File: src/hdl/isodur_pkg.sv
`timescale 1ns / 1ps
`default_nettype none
// ----------------------------------------------------------------------------
// isodur_pkg: shared types and constants for the ISO 8601 duration parser
// Character codes, component ranks, minute weights and status codes.
// ----------------------------------------------------------------------------
package isodur_pkg;

  // Width of the digit accumulator; a component must fit in this many bits.
  localparam int unsigned VALUE_BITS = 32;
  localparam int unsigned COMP_W     = 32;
  localparam int unsigned NUM_COMP   = 7;
  localparam int unsigned RANK_W     = 3;

  typedef logic [7:0]        char_t;
  typedef logic [RANK_W-1:0] rank_t;
  typedef logic [COMP_W-1:0] comp_t;

  localparam char_t CH_0 = 8'h30;
  localparam char_t CH_9 = 8'h39;
  localparam char_t CH_P = 8'h50;
  localparam char_t CH_T = 8'h54;
  localparam char_t CH_Y = 8'h59;
  localparam char_t CH_M = 8'h4D;
  localparam char_t CH_W = 8'h57;
  localparam char_t CH_D = 8'h44;
  localparam char_t CH_H = 8'h48;
  localparam char_t CH_S = 8'h53;

  localparam rank_t RANK_YEAR  = 3'd0;
  localparam rank_t RANK_MONTH = 3'd1;
  localparam rank_t RANK_WEEK  = 3'd2;
  localparam rank_t RANK_DAY   = 3'd3;
  localparam rank_t RANK_HOUR  = 3'd4;
  localparam rank_t RANK_MIN   = 3'd5;
  localparam rank_t RANK_SEC   = 3'd6;

  typedef enum logic [1:0] {
    ST_OK      = 2'd0,
    ST_NO_P    = 2'd1,
    ST_OVERRUN = 2'd2
  } status_t;

  typedef enum logic [3:0] {
    PH_SEEK = 4'b0001,
    PH_DATE = 4'b0010,
    PH_TIME = 4'b0100,
    PH_DONE = 4'b1000
  } phase_t;

  // Minutes per unit of each component; seconds do not count.
  function automatic comp_t rank_weight(input rank_t rank);
    comp_t w;
    w = '0;
    unique case (rank)
      RANK_YEAR:  w = 32'd525960;
      RANK_MONTH: w = 32'd43800;
      RANK_WEEK:  w = 32'd10080;
      RANK_DAY:   w = 32'd1440;
      RANK_HOUR:  w = 32'd60;
      RANK_MIN:   w = 32'd1;
      default:    w = 32'd0;
    endcase
    return w;
  endfunction

endpackage
`default_nettype wire

File: src/hdl/iso_duration_to_minutes.sv
`timescale 1ns / 1ps
`default_nettype none
// ----------------------------------------------------------------------------
// iso_duration_to_minutes: streaming ISO 8601 duration parser
// Parses one character per transaction and returns the seven components and
// a weighted total in minutes when the character marked tlast arrives.
// ----------------------------------------------------------------------------
// The block takes one character in every clock cycle as long as the output
// side keeps up; in_tready drops only when a result is held and out_tready is
// low, so a waiting result stalls every following character. Each character
// is parsed in the cycle it is accepted: the parse state and a running minute
// total are updated by one pass of logic whose longest path is the weight
// multiply and add on the running total. The result is registered and appears
// on the output in the cycle after the tlast character is accepted; the parser is
// back in its reset state for the next string in that same cycle.
module iso_duration_to_minutes (
  input  wire logic          clk,
  input  wire logic          rst_n,
  input  wire logic          in_tvalid,
  output logic               in_tready,
  input  wire logic [7:0]    in_tdata,   // [7:0] ch
  input  wire logic          in_tlast,
  output logic               out_tvalid,
  input  wire logic          out_tready,
  output logic [255:0]       out_tdata,  // years, months, weeks, days, hours,
                                         // mins, secs, total_minutes (32 each)
  output logic [1:0]         out_tuser   // [1:0] status
);
  import isodur_pkg::*;

  localparam int unsigned ACC_W = VALUE_BITS + 4;

  phase_t                  phase_r, phase_nxt;
  rank_t                   next_rank_r, next_rank_nxt;
  logic [VALUE_BITS-1:0]   accum_r, accum_nxt;
  logic                    accum_over_r, accum_over_nxt;
  logic                    pending_r, pending_nxt;
  comp_t                   comp_r [NUM_COMP];
  comp_t                   comp_nxt [NUM_COMP];
  logic                    over_seen_r, over_seen_nxt;
  comp_t                   total_r, total_nxt;

  logic                    out_valid_r;
  logic [255:0]            out_data_r, out_data_nxt;
  status_t                 out_status_r, out_status_nxt;

  logic                    in_fire;
  char_t                   ch;
  logic                    is_digit;
  logic [ACC_W-1:0]        acc_ext;
  logic [ACC_W-1:0]        acc_prod;
  logic                    rank_ok;
  rank_t                   rank;
  comp_t                   accum_low;
  comp_t                   term;

  assign ch        = in_tdata;
  assign in_tready = !out_valid_r || out_tready;
  assign in_fire   = in_tvalid && in_tready;
  assign is_digit  = (ch >= CH_0) && (ch <= CH_9);

  // accum*10 + digit, with headroom to see it pass the component limit.
  assign acc_ext   = ACC_W'(accum_r);
  assign acc_prod  = (acc_ext << 3) + (acc_ext << 1) + ACC_W'(ch[3:0]);
  assign accum_low = COMP_W'(accum_r);
  assign term      = accum_low * rank_weight(rank);

  // Designator decode; the same letter M means months or minutes by part.
  always_comb begin
    rank_ok = 1'b0;
    rank    = RANK_YEAR;
    if (phase_r == PH_DATE) begin
      priority if (ch == CH_Y) begin
        rank_ok = 1'b1; rank = RANK_YEAR;
      end else if (ch == CH_M) begin
        rank_ok = 1'b1; rank = RANK_MONTH;
      end else if (ch == CH_W) begin
        rank_ok = 1'b1; rank = RANK_WEEK;
      end else if (ch == CH_D) begin
        rank_ok = 1'b1; rank = RANK_DAY;
      end else begin
        rank_ok = 1'b0;
      end
    end else if (phase_r == PH_TIME) begin
      priority if (ch == CH_H) begin
        rank_ok = 1'b1; rank = RANK_HOUR;
      end else if (ch == CH_M) begin
        rank_ok = 1'b1; rank = RANK_MIN;
      end else if (ch == CH_S) begin
        rank_ok = 1'b1; rank = RANK_SEC;
      end else begin
        rank_ok = 1'b0;
      end
    end
  end

  // Parse step for one character.
  always_comb begin
    phase_nxt      = phase_r;
    next_rank_nxt  = next_rank_r;
    accum_nxt      = accum_r;
    accum_over_nxt = accum_over_r;
    pending_nxt    = pending_r;
    over_seen_nxt  = over_seen_r;
    total_nxt      = total_r;
    for (int i = 0; i < NUM_COMP; i++) begin
      comp_nxt[i] = comp_r[i];
    end

    unique case (phase_r)
      PH_SEEK: begin
        if (ch == CH_P) begin
          phase_nxt = PH_DATE;
        end
      end
      PH_DONE: begin
      end
      default: begin
        priority if (is_digit) begin
          if (accum_over_r || (acc_prod[ACC_W-1:VALUE_BITS] != '0)) begin
            accum_over_nxt = 1'b1;
          end else begin
            accum_nxt = acc_prod[VALUE_BITS-1:0];
          end
          pending_nxt = 1'b1;
        end else if (ch == CH_T) begin
          if ((phase_r == PH_DATE) && !pending_r) begin
            phase_nxt     = PH_TIME;
            next_rank_nxt = RANK_HOUR;
          end else begin
            phase_nxt      = PH_DONE;
            pending_nxt    = 1'b0;
            accum_nxt      = '0;
            accum_over_nxt = 1'b0;
          end
        end else if (!rank_ok || !pending_r || (rank < next_rank_r)) begin
          phase_nxt      = PH_DONE;
          pending_nxt    = 1'b0;
          accum_nxt      = '0;
          accum_over_nxt = 1'b0;
        end else begin
          // Each rank is taken at most once, so the total can run along.
          comp_nxt[rank] = accum_low;
          over_seen_nxt  = over_seen_r || accum_over_r;
          next_rank_nxt  = rank + RANK_W'(1);
          pending_nxt    = 1'b0;
          accum_nxt      = '0;
          accum_over_nxt = 1'b0;
          total_nxt      = total_r + term;
        end
      end
    endcase
  end

  // Result built from the state after this character.
  always_comb begin
    out_data_nxt   = '0;
    out_status_nxt = ST_OK;
    priority if (phase_nxt == PH_SEEK) begin
      out_status_nxt = ST_NO_P;
    end else if (over_seen_nxt) begin
      out_status_nxt = ST_OVERRUN;
    end else begin
      for (int i = 0; i < NUM_COMP; i++) begin
        out_data_nxt[i*COMP_W +: COMP_W] = comp_nxt[i];
      end
      out_data_nxt[NUM_COMP*COMP_W +: COMP_W] = total_nxt;
    end
  end

  always_ff @(posedge clk) begin
    if (!rst_n) begin
      phase_r      <= PH_SEEK;
      next_rank_r  <= RANK_YEAR;
      accum_r      <= '0;
      accum_over_r <= 1'b0;
      pending_r    <= 1'b0;
      over_seen_r  <= 1'b0;
      total_r      <= '0;
      for (int i = 0; i < NUM_COMP; i++) begin
        comp_r[i] <= '0;
      end
    end else if (in_fire) begin
      if (in_tlast) begin
        // The string is finished: start over for the next one.
        phase_r      <= PH_SEEK;
        next_rank_r  <= RANK_YEAR;
        accum_r      <= '0;
        accum_over_r <= 1'b0;
        pending_r    <= 1'b0;
        over_seen_r  <= 1'b0;
        total_r      <= '0;
        for (int i = 0; i < NUM_COMP; i++) begin
          comp_r[i] <= '0;
        end
      end else begin
        phase_r      <= phase_nxt;
        next_rank_r  <= next_rank_nxt;
        accum_r      <= accum_nxt;
        accum_over_r <= accum_over_nxt;
        pending_r    <= pending_nxt;
        over_seen_r  <= over_seen_nxt;
        total_r      <= total_nxt;
        for (int i = 0; i < NUM_COMP; i++) begin
          comp_r[i] <= comp_nxt[i];
        end
      end
    end
  end

  always_ff @(posedge clk) begin
    if (!rst_n) begin
      out_valid_r <= 1'b0;
    end else if (in_fire && in_tlast) begin
      out_valid_r <= 1'b1;
    end else if (out_tready) begin
      out_valid_r <= 1'b0;
    end
  end

  always_ff @(posedge clk) begin
    if (in_fire && in_tlast) begin
      out_data_r   <= out_data_nxt;
      out_status_r <= out_status_nxt;
    end
  end

  assign out_tvalid = out_valid_r;
  assign out_tdata  = out_data_r;
  assign out_tuser  = out_status_r;

endmodule
`default_nettype wire
File: config.mk
export PLATFORM = sky130hd
export DESIGN_NAME = iso_duration_to_minutes
export DESIGN_NICKNAME = d
export VERILOG_FILES = /design/src/hdl/isodur_pkg.sv /design/src/hdl/iso_duration_to_minutes.sv
export SDC_FILE = /design/constraint.sdc
export NUM_CORES = 2
export LEC_CHECK = 0
export BUFFER_PORTS_ARGS = -buffer_cell sky130_fd_sc_hd__buf_2
export CAP_MARGIN = 10
export CORE_ASPECT_RATIO = 0.7
export CORE_UTILIZATION = 30
export CTS_BUF_LIST = sky130_fd_sc_hd__clkbuf_8
export CTS_CLUSTER_DIAMETER = 40
export CTS_CLUSTER_SIZE = 10
export DETAILED_ROUTE_END_ITERATION = 8
export PLACE_DENSITY_LB_ADDON = 0.25
export SLEW_MARGIN = 5
export SYNTH_ARGS = -nofsm -noshare
export SYNTH_HDL_FRONTEND = slang
export SYNTH_SLANG_ARGS = --single-unit
File: constraint.sdc
create_clock -name clk -period 17 [get_ports clk]
set_input_delay 0.85 -clock clk [delete_from_list [all_inputs] [get_ports clk]]
set_output_delay 0.85 -clock clk [all_outputs]
set_load 0.05 [all_outputs]
* Word-level counts from Yosys, hierarchy flattened
Memories as Yosys holds them, arrays and structs flattened. Index checks and enable logic that the tools add are counted.
Storage, ports and cells: memories kept 1, logic and storage cells 173, bits in writable memories 224, bits in registers 333
Memories:
- comp_r | depth 7, width 32, read ports 7, clocked after memory_dff 0, wr ports 7, RTL line iso_duration_to_minutes.sv:38 | comp_t comp_r [NUM_COMP];
Cells by class: order comparisons 5, reductions and logical operators 22, multiply operators 1, eq/ne operators 25, bitwise gates (word level) 15, muxes and demuxes 90, add/subtract/negate cells 4
Operator list (number):
- $mux 224 | 4
- $mux 32 | 26
- $bwmux 224 | 1
- $pmux 20 s6 | 1
- $demux 32 s3 | 1
- $eq 8x7->1 const B | 8
- $add 35x33->36 | 1
- $add 36x4->36 | 1
- $mux 1 | 34
- $mux 3 | 11
- $add 32x32->32 | 1
- $mul 32x32->32 | 1
- $mux 4 | 6
- $or 1x1->1 | 14
- $mux 2 | 5
- $eq 4x1->1 const B | 2
- $ge 8x6->1 const B | 1
- $le 8x6->1 const B | 1
- $pmux 4 s2 | 1
- $reduce_and 4->1 | 2
- $eq 3x2->1 const B | 2
- $eq 3x3->1 const B | 2
- $ne 3x2->1 const B | 2
- $ne 3x3->1 const B | 2
- 21 further kinds | 32

* Logic depth before layout (Yosys ltp)
depth after elaboration 17, depth in mapped cells 38, mapped depth without buffers 35

* Least setup slack after synthesis
OpenSTA, ideal clock, no wires.
path type input-to-reg, start input port in_tdata[2], end register out_data_r[255], in the netlist out_tdata[255], data pin, arrival 9298 ps, stages on the path 35, slack 7432 ps, data required time 16730 ps, cell sequence buf_4 and3b_1 a32oi_2 nor2_1 clkinv_1 clkbuf_1 clkbuf_1 ha_1 buf_1 or3_1 clkbuf_1 clkbuf_1 and2_1 fa_1 inv_1 fa_1 fa_1 fa_1 inv_1 fa_1 fa_1 inv_1 fa_1 inv_1 ha_1 a21oi_1 o21ai_0 or4_1 a211oi_1 a211oi_1 o21ai_0 a21oi_1 or3b_1 nand3_1 a21oi_1
Between the ends: longest elaborated chain between the ends 15, elaborated cells on any way between the ends 57
RTL lines:
- start, declared | RTL line iso_duration_to_minutes.sv:21 | input wire logic [7:0] in_tdata,
- parallel branches: the longest is 15 deep, another holds $mul 32x32->32
- end signal, assigned | RTL line iso_duration_to_minutes.sv:223 | out_data_r <= out_data_nxt;
- end, declared | RTL line iso_duration_to_minutes.sv:44 | logic [255:0] out_data_r, out_data_nxt;
Parallel ways; which one is timed is not known. A chain may end at the register's enable or synchronous reset.

* Final worst setup path
start register phase_r[0], end register out_data_r[255], in the netlist out_tdata[255], data pin
Between the ends: longest elaborated chain between the ends 12, elaborated cells on any way between the ends 39
RTL lines:
- start, declared | RTL line iso_duration_to_minutes.sv:33 | phase_t phase_r, phase_nxt;
- start signal, assigned | RTL line iso_duration_to_minutes.sv:197 | phase_r <= phase_nxt;
- parallel branches: the longest is 12 deep, another holds $mul 32x32->32
Parallel ways; which one is timed is not known.

==> metrics.md <==
| Metric | Value |
|---|---|
| Share of layout cells above drive strength 1 | 14.3% |
| Clk slew on worst S/H paths | 0.07 ns |
| Slowest cell on crit path | or4b_1 |
| Vias in the first global route | 25535 |
| Drt initial violations | 2537 |
| XOR/XNOR share of the synthesized area | 1.90% |
| Hold path start | rst_n |
| RSZ-0062 raised after global routing | no |
| Number of synthesized flops with an enable pin | 450 |
| FF-to-FF path depth | 32 |
| FF+latch count, synth | 557 |
| Dpl hpwl | 79.0 mm |
| WL/cell | 21.5 µm |
| Fmax | 0.0964 GHz |
| Worst Clk Skew | 0.0446 ns |
| Ys flop type | edfxtp_1 |
| Initial antenna violation count | 15 |
| Layout area overhead | 13.9% |
| Ys async rst share | 0% |
| Synth area leaders | edfxtp_1 (37%), fa_1 (15%), ha_1 (7.6%) |
| Setup TNS | 0 ns |
| Largest family of logic cells by synthesized area | adder cells |
| Later-pin clock latency in the skew report | 0.81 ns |
| Reg2reg setup slack | 6.62 ns |
| Starting Density | 30.3% |
| Tmin final | 10.38 ns |
| Critical path's top delay family | adder cells |
| CTS Root Cell | clkbuf_8 |
| Vias after detailed routing | 25912 |
| Pwr per Cell Area | 71.9 nW/µm² |
| Synth Warn # | 0 |
| WP buf/inv | 6 |
| Setup Crit Path Kind | flip-flop to flip-flop |
| Post-route clock period utilization | 61.0% |
| Crit-path max FO | 26 |
| Filler Cells Inserted | 12314 |
| Die Y | 295 µm |
| Clk sink count | 557 |
| Synth Net Count | 3967 |
| Cells after synthesis | 3451 |
| Drt via density | 4.81 |
| Routability cong. | 0.890 |
| Largest net degree at the start of global routing | 149 |
| Commonest cells post-synth | nor2_1 (503), inv_1 (474), edfxtp_1 (450) |
| Status | complete, no violations |
| Number of top-level pins | 273 |
| CP dominant cell by count | fa_1 |
| Grt ovf | 0 |
| Most numerous cell in the Yosys netlist | nor2_1 |
| Reported max-cap violation count | 0 |
| GR Util All Layers | 18.6% |
| Mux share of post-synthesis cell area | 5.87% |
| Final hold violation count | 0 |
| Hold Path Cell Cnt | 3 |
| Chip width | 421 µm |
| Adder-Cell Fraction of Synth Area | 22.8% |
| CTS tree | built |
| Final Util | 34.5% |
| Worst reg2reg startpoint | phase_r[0]$_SDFFE_PN1P_ |
| End of the worst hold path | accum_low[28]$_SDFFE_PN0P_ |
| Synth Area in Compound Gates | 6.96% |
| Synthesized cell area | 36800 µm² |
| # nets final | 4196 |
| CP startpoint kind | flip-flop |
| Hold Path Class | input pin to flip-flop |
| Die ar. | 124000 µm² |
| Element type at the critical path end | flip-flop |
| Max clock buf depth | 3 |
| DRT antenna net count | 0 |
| Critical Path AT | 10.87 ns |
| Drt first pass iters | 5 |
| Setup Buffers After CTS | 0 |
| Measured slew at the worst slew-check pin | 1.08 ns |
| Max IR drop VDD | 0.0515 mV |
| TritonCTS Buffers | 90 |
| Crit-path max cell delay | 0.66 ns |
| R2R Path End | out_tdata[255]$_SDFFCE_PP0P_ |
| Core area | 122000 µm² |
| Routed wire length | 116 mm |
| H-tree depth | 3 |
| # port buffers | 272 |
| Hold Buf Count CTS | 0 |
| Sequential share of the synthesized area | 42.5% |
| Max-slew violation count | 0 |
| Post-route DRC | 0 |
| Synth Area per Inst | 10.7 µm² |
| Post-cts resize count | 0 |
| Leakage dissipation | 17.8 nW |
| Rows | 107 |
| Final setup fails | 0 |
| WP data required | 17.49 ns |
| Count of cell types in the netlist | 88 |
| Relative slew slack | 28.1% |
| Synth area leader | edfxtp_1 |
| Synth top area share | 36.7% |
| Global-route wire length before repair | 171 mm |
| Post-Synth Simple-Gate Area | 12.8% |
## sequential cells by signal, indices dropped and copies added (netlist names)
name and count:
accum_over_r 1, accum_low 32, out_tuser 2, phase_r 4, next_rank_r 3, total_r 32
over_seen_r 1, pending_r 1, comp_r 224, out_tdata 256, out_tvalid 1
## worst reg2reg max path: cells and delay by family (launching register included)
| kind | cells | cell delay (ns) |
|---|---|---|
| AO/OA/AOI/OAI | 10 | 2.17 |
| adder cells (fa/ha/maj) | 9 | 4.15 |
| buffers and inverters | 6 | 0.67 |
| flip-flops | 1 | 0.37 |
| AND/OR/NAND/NOR | 7 | 2.76 |
## power breakdown
part           internal [mW]  switching, mW  leakage, nW
Combinational         0.0320          0.155         11.4
Clock                  0.666          0.630        0.991
Sequential              1.52         0.0162         5.45
## cells by family after synthesis
logic type               after synthesis
multiplexers                         216
XOR/XNOR                              75
adder cells (fa/ha/maj)              503
AND/OR/NAND/NOR                     1048
buffers and inverters                679
flip-flops                           557
AO/OA/AOI/OAI                        373
## cells in the final DEF, fill, tap and decap left out, types with 18 or more instances in the layout
master    netlist  routed
dfxtp_1       107     101
mux2i_1       215     215
ha_1          224     224
o21ai_0        49      47
a22oi_1        34      34
fa_1          279     279
and3_1         47      47
buf_2          43     272
inv_1         474     482
and2_1        115     115
clkbuf_8        0      93
buf_4          10      67
nand3_1        21      21
nand2_1       255     255
a21oi_1       103     102
edfxtp_1      450     450
xnor2_1        57      57
a22o_1         53      53
nand2b_1       19      18
a21o_1         36      36
nor2_1        503     500
## layer usage
layer / vias to the layer above / wire [µm] / track usage (%)
met5: - / 0 / 0
li1: 11876 / - / -
met1: 13063 / 58100 / 29.0
met2: 834 / 48300 / 26.3
met4: 0 / 2210 / 4.54
met3: 139 / 7150 / 3.22
## how the worst max path moves through the flow
stage,start,end,slack [ns],cells after the start
6_report,phase_r[0]$_SDFFE_PN1P_,out_tdata[255]$_SDFFCE_PP0P_,6.62,32
3_3_place_gp,in_tdata[7],out_tdata[255]$_SDFFCE_PP0P_,6.39,32
4_1_cts,phase_r[1]$_SDFFE_PN0P_,out_tdata[255]$_SDFFCE_PP0P_,6.71,32
3_5_place_dp,in_tdata[7],out_tdata[255]$_SDFFCE_PP0P_,6.30,32
5_1_grt,phase_r[1]$_SDFFE_PN0P_,out_tdata[255]$_SDFFCE_PP0P_,6.06,36
2_1_floorplan,in_tdata[2],out_tdata[255]$_SDFFCE_PP0P_,7.43,35
## area by class of cell
cell class                 instances  area [µm²]  area share, %
inverter                         476        1800           4.28
clock buffer                      93        1280           3.05
sequential                       557       15700           37.3
clock inverter                    61         628           1.50
tap                             1635        2050           4.88
antenna                            8        20.0         0.0477
timing repair buffer             340        1880           4.49
multi-input combinational       2215       18600           44.4
## per-stage QoR
stage          worst slack, ns  total power [mW]  cells  hold WS [ns]  area, µm²
3_3_place_gp              6.39              1.75   5223         0.456      40000
4_1_cts                   6.71              3.06   5377         0.291      41900
5_1_grt                   6.06              3.13   5383         0.334      42000
6_report                  6.62              3.02   5385         0.365      42000
3_5_place_dp              6.30              1.75   5223         0.455      40000
2_1_floorplan             7.43              1.70   3451         0.439      36800
(Power assumes the default switching activity.)
